===== src/sv/gb3x3_pkg.sv =====
// Shared types and constants of the 3x3 Gaussian blur.
package gb3x3_pkg;

  localparam int CHAN_W = 8;
  localparam int NUM_CHAN = 3;
  localparam int PIX_W = CHAN_W * NUM_CHAN;
  localparam int CFG_IDX_W = 2;
  localparam int CFG_DATA_W = 11;

  localparam logic [CFG_IDX_W-1:0] CFG_FRAME_WIDTH = 2'd0;
  localparam logic [CFG_IDX_W-1:0] CFG_FRAME_HEIGHT = 2'd1;
  localparam logic [CFG_IDX_W-1:0] CFG_COLOR_MODE = 2'd2;

  typedef logic [PIX_W-1:0] pixel_t;

  typedef struct packed {
    pixel_t top;
    pixel_t mid;
    pixel_t bot;
  } column_t;

  // Control shared by every window column cell.
  typedef struct packed {
    logic shift;
    logic clear;
  } cell_ctl_t;

  // Where the rows of a new window column come from.
  typedef enum logic [1:0] {
    SRC_FIRST_ROW,
    SRC_SECOND_ROW,
    SRC_BODY,
    SRC_DRAIN
  } col_src_t;

  // One channel of a 3x3 neighborhood, indexed [column][row].
  typedef logic [2:0][2:0][CHAN_W-1:0] win_t;

endpackage


===== src/sv/gb3x3_col_cell.sv =====
// One column cell of the window chain: three pixels handed on to the older neighbor.
module gb3x3_col_cell (
  input  logic                clk,
  input  logic                rst,
  input  gb3x3_pkg::cell_ctl_t ctl,
  input  gb3x3_pkg::column_t  d,
  output gb3x3_pkg::column_t  q
);
  import gb3x3_pkg::*;

  always_ff @(posedge clk) begin
    if (rst || ctl.clear) begin
      q <= '0;
    end else if (ctl.shift) begin
      q <= d;
    end
  end

endmodule


===== config.mk =====
export PLATFORM = sky130hd
export DESIGN_NAME = gb3x3_col_cell
export DESIGN_NICKNAME = d
export VERILOG_FILES = /design/src/sv/gb3x3_pkg.sv /design/src/sv/gb3x3_col_cell.sv
export SDC_FILE = /design/constraint.sdc
export NUM_CORES = 1
export LEC_CHECK = 0
export ABC_AREA = 0
export BUFFER_PORTS_ARGS = -buffer_cell sky130_fd_sc_hd__buf_2
export CORE_ASPECT_RATIO = 0.6
export CORE_MARGIN = 2
export CORE_UTILIZATION = 43
export DETAILED_ROUTE_END_ITERATION = 10
export GPL_ROUTABILITY_DRIVEN = 0
export PLACE_DENSITY = 0.78
export SETUP_SLACK_MARGIN = 0.05
export SLEW_MARGIN = 0
export SYNTH_ARGS = -nofsm -noshare
export SYNTH_HDL_FRONTEND = slang
export SYNTH_SLANG_ARGS = --single-unit

===== constraint.sdc =====
create_clock -name clk -period 2.9 [get_ports clk]
set_clock_uncertainty 0.2 [all_clocks]
set_input_delay 0.435 -clock clk [delete_from_list [all_inputs] [get_ports clk]]
set_output_delay 0.435 -clock clk [all_outputs]
set_load 0.03 [all_outputs]

Word-level counts from Yosys, hierarchy flattened --
Cells that the tools add are included.
Storage, ports and cells: register bits after elaboration 72, output and inout port bits 72
Operators by class: reductions and logical operators 1
Operators with widths (count):
- $logic_or 1x1->1 | 1

Logic depth before layout (Yosys ltp) --
depth in word-level cells 1, depth in mapped cells 4, mapped depth without buffers 2

Least setup slack after synthesis --
Ideal clock, no wire load.
path kind input to register, start point input port ctl[1] (netlist name), end point register q[0] (netlist name), path buffers 2, path slack 1628 ps, data arrival time 957 ps, setup time 115 ps, stages on the path 4, path through buf_6 > buf_8 > mux2i_1 > nor2_1
RTL lines:
- from (decl) | RTL line gb3x3_col_cell.sv:5 | input gb3x3_pkg::cell_ctl_t ctl,
- to (signal assigned) | RTL line gb3x3_col_cell.sv:13 | q <= '0;
- to (signal assigned) | RTL line gb3x3_col_cell.sv:15 | q <= d;
- to (decl) | RTL line gb3x3_col_cell.sv:7 | output gb3x3_pkg::column_t q

Final worst setup path --
start point register q[14] (netlist name), end point output port q[14] (netlist name)
No word-level cell between the ends.

==> impl_metrics.json <==
{
  "run_status": "complete, no violations",
  "io_pins": 148,
  "finalCritPeriodShare": 0.527,
  "synthesis.area_um2": 2650,
  "regMostFlops": "q",
  "vdd_drop_max_uv": 317,
  "cts_buffer_depth": 2,
  "p_leak_uw": 0.00193,
  "fill_cells": 542,
  "power_density_nw_per_um2": 635,
  "crit_fanout": 2,
  "holdPathEnd": "q[15]",
  "switchingPower_uw": 517,
  "grt_pass1_wl_um": 8980,
  "clk_pin_slew_ns": 0.08,
  "dr.pass1.iters": 4,
  "fin_tns_setup_ns": 0,
  "internal_power_uw": 1750,
  "cts_resized": 0,
  "htreeDepth": 3,
  "die_height_um": 64.8,
  "slew_violations": 0,
  "slew_headroom": 0.541,
  "synth-warning-count": 0,
  "die_area_um2": 6810,
  "antenna_found_initial": 0,
  "p_clk_frac": 0.425,
  "async_flop_share": 0,
  "instances_no_fill": 467,
  "ys.flop_type": "dfxtp_1",
  "initialDrtViolationCount": 67,
  "hold_start": "d[15]",
  "crit_chain": "buf_2",
  "chipWidth_um": 105,
  "largest_reg_flops": 72,
  "cp.required_ns": 2.27,
  "reg_top3": "q: 72 flops",
  "cts_hold_buf": 0,
  "swShare": 0.228,
  "cts_tree": "done",
  "syn_nets": 309,
  "post-place-ws_ns": 1.02,
  "row_count": 22,
  "ys_seq_elements": 72,
  "cap_violations": 0,
  "hpwlAfterDp_um": 4010,
  "num_vias": 2079,
  "area_growth_pct": 35.0,
  "port_buffers": 147,
  "clk_latency_ns": 0.32,
  "cts_setup_buffers": 0,
  "startpoint_type": "flip-flop",
  "final_nets": 454,
  "r2r_end": "q[25]",
  "grt_max_degree": 73,
  "ys_types": 6,
  "holdPathStages": 3,
  "dpl-instance-area_um2": 3320,
  "routed_wl_um": 5540,
  "synth_common_cells": "dfxtp_1 (72), mux2i_1 (72), nor2_1 (72)",
  "yosys.area.top_type_share": 0.545,
  "rsz0062_at_grt": "false",
  "dp.cells": 451,
  "min_path_type": "in2reg",
  "r2r-start": "q[25]",
  "cts_root_buf": "clkbuf_8",
  "period_minus_slack_ns": 1.53,
  "hold_viol": 0,
  "coreArea_um2": 6030,
  "slowest_delay_ns": 0.36,
  "initial_core_util": 0.439,
  "via_per_inst": 4.45,
  "cpMaxStageDelayCell": "dfxtp_1",
  "setup_slack_ns": 1.37,
  "drc": 0,
  "layout-drive-gt1-share": 0.436,
  "comb_power_share": 0.117,
  "multi_input_area_um2": 997,
  "grt_usage": 0.167,
  "r2r_cells": 2,
  "regArea_um2": 1440,
  "fin_area_um2": 3570,
  "ys_top_cells_by_area": "dfxtp_1 (54%), mux2i_1 (27%), nor2_1 (10%), buf_8 (4.0%), buf_6 (3.8%)",
  "path_class": "reg2out",
  "worst_slew_pin_slew_ns": 0.689,
  "avgSynthCellArea_um2": 11.4,
  "cp.arrival_ns": 0.89,
  "reg2reg_setup_slack_ns": 2.01,
  "clock_sinks": 72,
  "grt_pass1_vias": 1986,
  "seqPwrFrac": 0.458,
  "syn_inst": 233,
  "cts_buffers": 9,
  "ys_seq_area_frac": 0.545,
  "ant_nets": 0,
  "overflow": 0,
  "critPathTopFamily": "flip-flops",
  "synth-edff-count": 0,
  "yosysTopAreaCell": "dfxtp_1",
  "maxClockFrequency_mhz": 654,
  "finalSetupViolCount": 0,
  "end_kind": "output port",
  "timing.critical_path.buf_inv": 1,
  "wire_per_inst_um": 11.9,
  "num_antenna_cells": 0,
  "cp.depth": 1
}
[layer usage]
metal / routed length (µm) / global-route usage
met5: 0 / 0
met1: 2680 / 0.215
met4: 58 / 0.0700
met2: 2320 / 0.255
met3: 489 / 0.0624
[cell type report]
cell class	count	share of cell area
Timing Repair Buffer	150	0.217
Tap cell	84	0.0294
Sequential cell	72	0.404
Clock inverter	5	0.0287
Multi-Input combinational cell	145	0.279
Clock buffer	11	0.0424
[cell families (layout without fill, tap and decap cells)]
kind of cell           Yosys count  after routing  synth area share
and+or+nand+nor                 73             73             0.105
DFF                             72             72             0.545
buffers and inverters           16            166            0.0781
muxes                           72             72             0.272
[tightest hold or removal path, stage by stage]
cell	delay, ns
buf_2	0.08
mux2i_1	0.05
nor2_1	0.07
[power by group through the flow]
stage          Combinational, µW  Clock [µW]  Sequential, µW
6_report                     265         964            1040
5_1_grt                      287        1050            1040
4_1_cts                      268         997            1040
3_5_place_dp                 268           0            1060
3_3_place_gp                 263           0            1060
2_1_floorplan                127           0            1120
[metrics by stage]
| stage | util | total power, µW | hold slack (ns) |
|---|---|---|---|
| 2_1_floorplan | - | 1250 | 0.382 |
| 3_3_place_gp | 0.550 | 1320 | 0.267 |
| 3_5_place_dp | 0.550 | 1330 | 0.279 |
| 4_1_cts | 0.592 | 2300 | 0.114 |
| 5_1_grt | 0.592 | 2380 | 0.118 |
| 6_report | 0.592 | 2270 | 0.137 |
[worst max-delay path by stage]
| stage | to | start |
|---|---|---|
| 2_1_floorplan | q[0] | ctl[1] |
| 3_3_place_gp | q[65] | ctl[1] |
| 3_5_place_dp | q[25] | ctl[1] |
| 4_1_cts | q[22] | q[22] |
| 5_1_grt | q[14] | q[14] |
| 6_report | q[14] | q[14] |
[layout by cell type (no fill, tap or decap), drive strengths merged]
cell | Yosys | routed
buf | 16 | 150
mux2i | 72 | 72
nor2 | 72 | 72
dfxtp | 72 | 72
clkbuf | 0 | 11
bufinv | 0 | 3
or2 | 1 | 1
clkinvlp | 0 | 1
clkinv | 0 | 1
(Power assumes the default switching activity.)
