$ cat src/sv/gb3x3_pkg.sv
// Shared types and constants of the 3x3 Gaussian blur.
package gb3x3_pkg;

  localparam int CHAN_W = 8;
  localparam int NUM_CHAN = 3;
  localparam int PIX_W = CHAN_W * NUM_CHAN;
  localparam int CFG_IDX_W = 2;
  localparam int CFG_DATA_W = 11;

  localparam logic [CFG_IDX_W-1:0] CFG_FRAME_WIDTH = 2'd0;
  localparam logic [CFG_IDX_W-1:0] CFG_FRAME_HEIGHT = 2'd1;
  localparam logic [CFG_IDX_W-1:0] CFG_COLOR_MODE = 2'd2;

  typedef logic [PIX_W-1:0] pixel_t;

  typedef struct packed {
    pixel_t top;
    pixel_t mid;
    pixel_t bot;
  } column_t;

  // Control shared by every window column cell.
  typedef struct packed {
    logic shift;
    logic clear;
  } cell_ctl_t;

  // Where the rows of a new window column come from.
  typedef enum logic [1:0] {
    SRC_FIRST_ROW,
    SRC_SECOND_ROW,
    SRC_BODY,
    SRC_DRAIN
  } col_src_t;

  // One channel of a 3x3 neighborhood, indexed [column][row].
  typedef logic [2:0][2:0][CHAN_W-1:0] win_t;

endpackage

$ cat src/sv/gb3x3_kernel.sv
// One channel of the 1 2 1 / 2 4 2 / 1 2 1 kernel, divided by 16.
module gb3x3_kernel (
  input  gb3x3_pkg::win_t              win,
  output logic [gb3x3_pkg::CHAN_W-1:0] result
);
  import gb3x3_pkg::*;

  logic [CHAN_W+1:0] col_sum [3];
  logic [CHAN_W+3:0] total;

  always_comb begin
    for (int c = 0; c < 3; c++) begin
      col_sum[c] = {2'b00, win[c][0]} + {1'b0, win[c][1], 1'b0} + {2'b00, win[c][2]};
    end
    total = {2'b00, col_sum[0]} + {1'b0, col_sum[1], 1'b0} + {2'b00, col_sum[2]};
    result = total[CHAN_W+3:4];
  end

endmodule

$ cat config.mk
export PLATFORM = sky130hd
export DESIGN_NAME = gb3x3_kernel
export DESIGN_NICKNAME = d
export VERILOG_FILES = /design/src/sv/gb3x3_pkg.sv /design/src/sv/gb3x3_kernel.sv
export SDC_FILE = /design/constraint.sdc
export NUM_CORES = 1
export LEC_CHECK = 0
export BUFFER_PORTS_ARGS = -buffer_cell sky130_fd_sc_hd__buf_4
export CAP_MARGIN = 10
export CORE_ASPECT_RATIO = 1.25
export CORE_MARGIN = 4
export CORE_UTILIZATION = 54
export DETAILED_ROUTE_END_ITERATION = 7
export PLACE_DENSITY_LB_ADDON = 0.2
export SLEW_MARGIN = 20
export SYNTH_ARGS = -nofsm -noshare
export SYNTH_HDL_FRONTEND = slang
export SYNTH_SLANG_ARGS = --single-unit
$ cat constraint.sdc
create_clock -name vclk -period 12.98
set_input_delay 0.649 -clock vclk [all_inputs]
set_output_delay 0.649 -clock vclk [all_outputs]
set_load 0.03 [all_outputs]
# == Word-level counts from Yosys, hierarchy flattened ==
# Index checks and enable logic that the tools add are counted.
# word_totals
register_bits,0
latchBits,0
ramBits,0
romBits,0
inputBits,72
output_inout_bits,8
word_cells,8
memories,0
# classes
add_sub_neg,8
n_mul,0
div,0
order_cmp,0
eq_ne,0
shift,0
mux,0
bitwise,0
reduce_logical,0
# ops
cell,n
10-bit by 8-bit adder with 10-bit output,3
8-bit by 9-bit adder with 10-bit output,3
10-bit by 11-bit adder with 12-bit output,1
12-bit by 10-bit adder with 12-bit output,1

# == Logic depth before layout (Yosys ltp) ==
# depth
ltp_word,4
depth_mapped,21

# == Worst setup path after synthesis ==
# Ideal clock, no wire load.
# synth_path
path_kind,input to output
from,input port win[25] (netlist bit)
to,output port result[7] (netlist bit)
arrival_time_ns,5.363
required_time_ns,12.331
path_slack_ns,6.968
cell_stages,21
path_buffers,0
path_cell_list,fa_1 -> ha_1 -> inv_1 -> fa_1 -> nor2b_1 -> o21ai_0 -> a21oi_1 -> o21ai_0 -> a21oi_1 -> fa_1 -> ha_1 -> inv_1 -> fa_1 -> inv_1 -> ha_1 -> ha_1 -> a21o_1 -> a21oi_1 -> o21ba_2 -> o31ai_1 -> xor2_1
# synth_via
elab_chain_cells,4
# synth_rtl
item,line_no,text
"start, declared",gb3x3_kernel.sv:3,"input gb3x3_pkg::win_t win,"
8-bit by 9-bit adder with 10-bit output,gb3x3_kernel.sv:13,"col_sum[c] = {2'b00, win[c][0]} + {1'b0, win[c][1], 1'b0} + {2'b00, win[c][2]};"
10-bit by 8-bit adder with 10-bit output,gb3x3_kernel.sv:13,
10-bit by 11-bit adder with 12-bit output,gb3x3_kernel.sv:15,"total = {2'b00, col_sum[0]} + {1'b0, col_sum[1], 1'b0} + {2'b00, col_sum[2]};"
12-bit by 10-bit adder with 12-bit output,gb3x3_kernel.sv:15,
"end, declared",gb3x3_kernel.sv:4,output logic [gb3x3_pkg::CHAN_W-1:0] result
# Every way passes these cells.

# == Worst setup path in the final report ==
# Ends and elaborated chain as after synthesis.

==> summary.md <==
| Metric | Value |
|---|---|
| Number of warnings reported in the yosys synthesis log | `0` |
| Final Wtd Congestion | `0.827` |
| Post-synthesis mux area share | `0%` |
| Number of DRC violations after detailed routing | `0` |
| Count of final setup violators | `0` |
| Standard-cell rows | `22` |
| Dominant cell type by area after synthesis | `sky130_fd_sc_hd__fa_1` |
| Detailed-route via count | `1,442` |
| Net total in the final layout | `397` |
| Initial cell density of the core | `58.3%` |
| Largest family of logic cells by synthesized area | `adder cells` |
| Fill cell count | `215` |
| Number of antenna repair diodes | `0` |
| Max Clock Freq | `161 MHz` |
| Most used routing layer in global routing | `met2` |
| Syn Nets | `roughly 320` |
| 1st-iter DRT viols | `15` |
| Met3 track demand over resource | `2.14%` |
| Number of distinct standard cells referenced by the synthesized netlist | `29` |
| Slew Limit Headroom | `69.6%` |
| Average cell area after synthesis | `10.1 um^2` |
| Commonest cells in the synthesized netlist | `sky130_fd_sc_hd__inv_1 (55), sky130_fd_sc_hd__fa_1 (45), sky130_fd_sc_hd__ha_1 (23), sky130_fd_sc_hd__xor2_1 (7)` |
| HPWL after DPL | `roughly 3.5 mm` |
| Family with the most delay on the worst path | `adder cells` |
| Fin. Hold Viols | `0` |
| Sequential Area | `0 um^2` |
| Hold/Removal Path Class | `in2out` |
| Final wirelength | `3.59 mm` |
| Transition at the pin with the smallest max-transition slack | `0.456 ns` |
| Core Area | `3030 um^2` |
| Buffers & Inverters on Critical Path | `5` |
| Simple-gate portion of the synthesized area | `5.81%` |
| First drt pass iteration count | `4` |
| Hold Slack | `2.07 ns` |
| Vertical die dimension | `between 70 and 80 um` |
| Vias per cell | `4.96` |
| Met1 usage | `18.6%` |
| Gr ovfl total | `0` |
| Post-CTS resize count | `0` |
| Count of buffers added by post-CTS timing repair for setup | `0` |
| Number of buffers inserted for hold repair after clock tree synthesis | `0` |
| Critical-path top delay cell | `sky130_fd_sc_hd__fa_1` |
| Syn-to-layout area delta | `36.5%` |
| Layout sequential cell count | `0` |
| Period utilisation layout | `47.8%` |
| Setup crit end kind | `output port` |
| Number of antenna violations at the first check in global routing | `0` |
| Post-Route Setup TNS | `0 ns` |
| Run status | `complete, no violations` |
| Met2 demand-to-capacity share in global routing | `36.6%` |
| Average wire per cell in the routed design | `roughly 12 um` |
| Largest net degree at the start of global routing | `6` |
| Share of the yosys chip area belonging to registers | `0%` |
| Most repeated cell in the gate-level netlist after synthesis | `sky130_fd_sc_hd__inv_1` |
| Worst-path maximum fanout | `4` |
| Number of I/O pins | `80` |
| Maxcap violations | `0` |
| Wire length of the first global-routing pass | `6.01 mm` |
| Post-layout min period | `roughly 6.2 ns` |
| Required time of the worst setup path | `12.33 ns` |
| Share of cells above drive strength 1 | `32.9%` |
| Most area-consuming cells after synthesis | `sky130_fd_sc_hd__fa_1 (51%), sky130_fd_sc_hd__ha_1 (16%), sky130_fd_sc_hd__inv_1 (12%), sky130_fd_sc_hd__xor2_1 (3.5%), sky130_fd_sc_hd__xnor2_1 (2.5%)` |
| Via count of the first global-routing pass | `1,572` |
| Post-synthesis compound-gate area fraction | `9.28%` |
| Synthesized-area fraction occupied by adder cells | `67.3%` |
| Die Outline Area | `4260 um^2` |
| Share of the synthesized area in the top cell type | `51.0%` |
| Area share of xor/xnor cells in the synthesized design | `5.95%` |
| DRT antenna net count | `0` |
| Ordered list of cells on the worst path | `buf_4 -> fa_1 -> ha_1 -> inv_1 -> fa_1 -> nor2b_1 -> o21ai_0 -> a21oi_1 -> o21ai_0 -> a21oi_1 -> fa_1 -> ha_1 -> inv_1 -> fa_1 -> inv_1 -> ha_1 -> ha_1 -> a21o_1 -> a21oi_1 -> o21ba_2 -> o31ai_1 -> xor2_1 -> buf_4` |
| Die Width | `between 50 and 60 um` |
| Final slew viol count | `0` |
| Post-synthesis instance total | `about 180` |
| Delay of the slowest critical-path stage | `0.53 ns` |
| Overall global routing resource usage | `~18%` |
| Count of buffers inserted at the top-level ports | `80` |
| Cell area after technology mapping | `1770 um^2` |
| Setup Crit Path Kind | `in2out` |
| Multi-input logic area | `approximately 1600 um^2` |
| Startpoint Class | `input pin` |
| Signal arrival time at the worst endpoint | `5.56 ns` |
| Setup repair after global routing missed its margin | `false` |
| Clock Buffer Count | `0` |
==> per-stage QoR <==
stage | utilization (%) | setup slack [ns] | area (um^2) | cells
2_1_floorplan | - | 6.97 | 1770 | 175
5_1_grt | 79.7 | 6.36 | 2410 | 291
4_1_cts | 79.7 | 6.78 | 2410 | 291
3_3_place_gp | 79.7 | 6.88 | 2410 | 291
3_5_place_dp | 79.7 | 6.79 | 2410 | 291
6_report | 79.7 | 6.78 | 2410 | 291
==> routing by layer <==
metal | vias to the layer above | routed length (um)
li1 | 696 | -
met1 | 697 | 1130
met2 | 47 | 2180
met3 | 2 | 273
met4 | 0 | 14
met5 | - | 0
==> cell usage in the layout (no fill, tap or decap), types with 3 or more instances in the layout <==
master                    instances
sky130_fd_sc_hd__buf_4           80
sky130_fd_sc_hd__inv_1           55
sky130_fd_sc_hd__fa_1            45
sky130_fd_sc_hd__ha_1            23
sky130_fd_sc_hd__xor2_1           7
sky130_fd_sc_hd__xnor2_1          5
sky130_fd_sc_hd__a21oi_1          5
sky130_fd_sc_hd__o21ai_0          4
sky130_fd_sc_hd__nor2_1           4
sky130_fd_sc_hd__nand3_1          3
==> area by class of cell <==
cell class	count	area share [%]
multi-input combinational	120	64.7
tap	36	1.87
inverter	55	8.56
timing repair buffer	80	24.9
==> logic make-up after synthesis <==
logic type	Yosys count
fa+ha+maj	68
xor+xnor	12
buf+inv	55
compound gates	22
simple gates	18
==> worst paths after layout <==
path / cells after the start / startpoint / to / slack (ns)
worst max-delay path: 23 / win[25] / result[7] / 6.78
worst min-delay path: 6 / win[40] / result[0] / 2.07
Power is left out: the tool's default activity adds up to more than one toggle a clock period on the data nets, which glitch-free logic cannot reach.
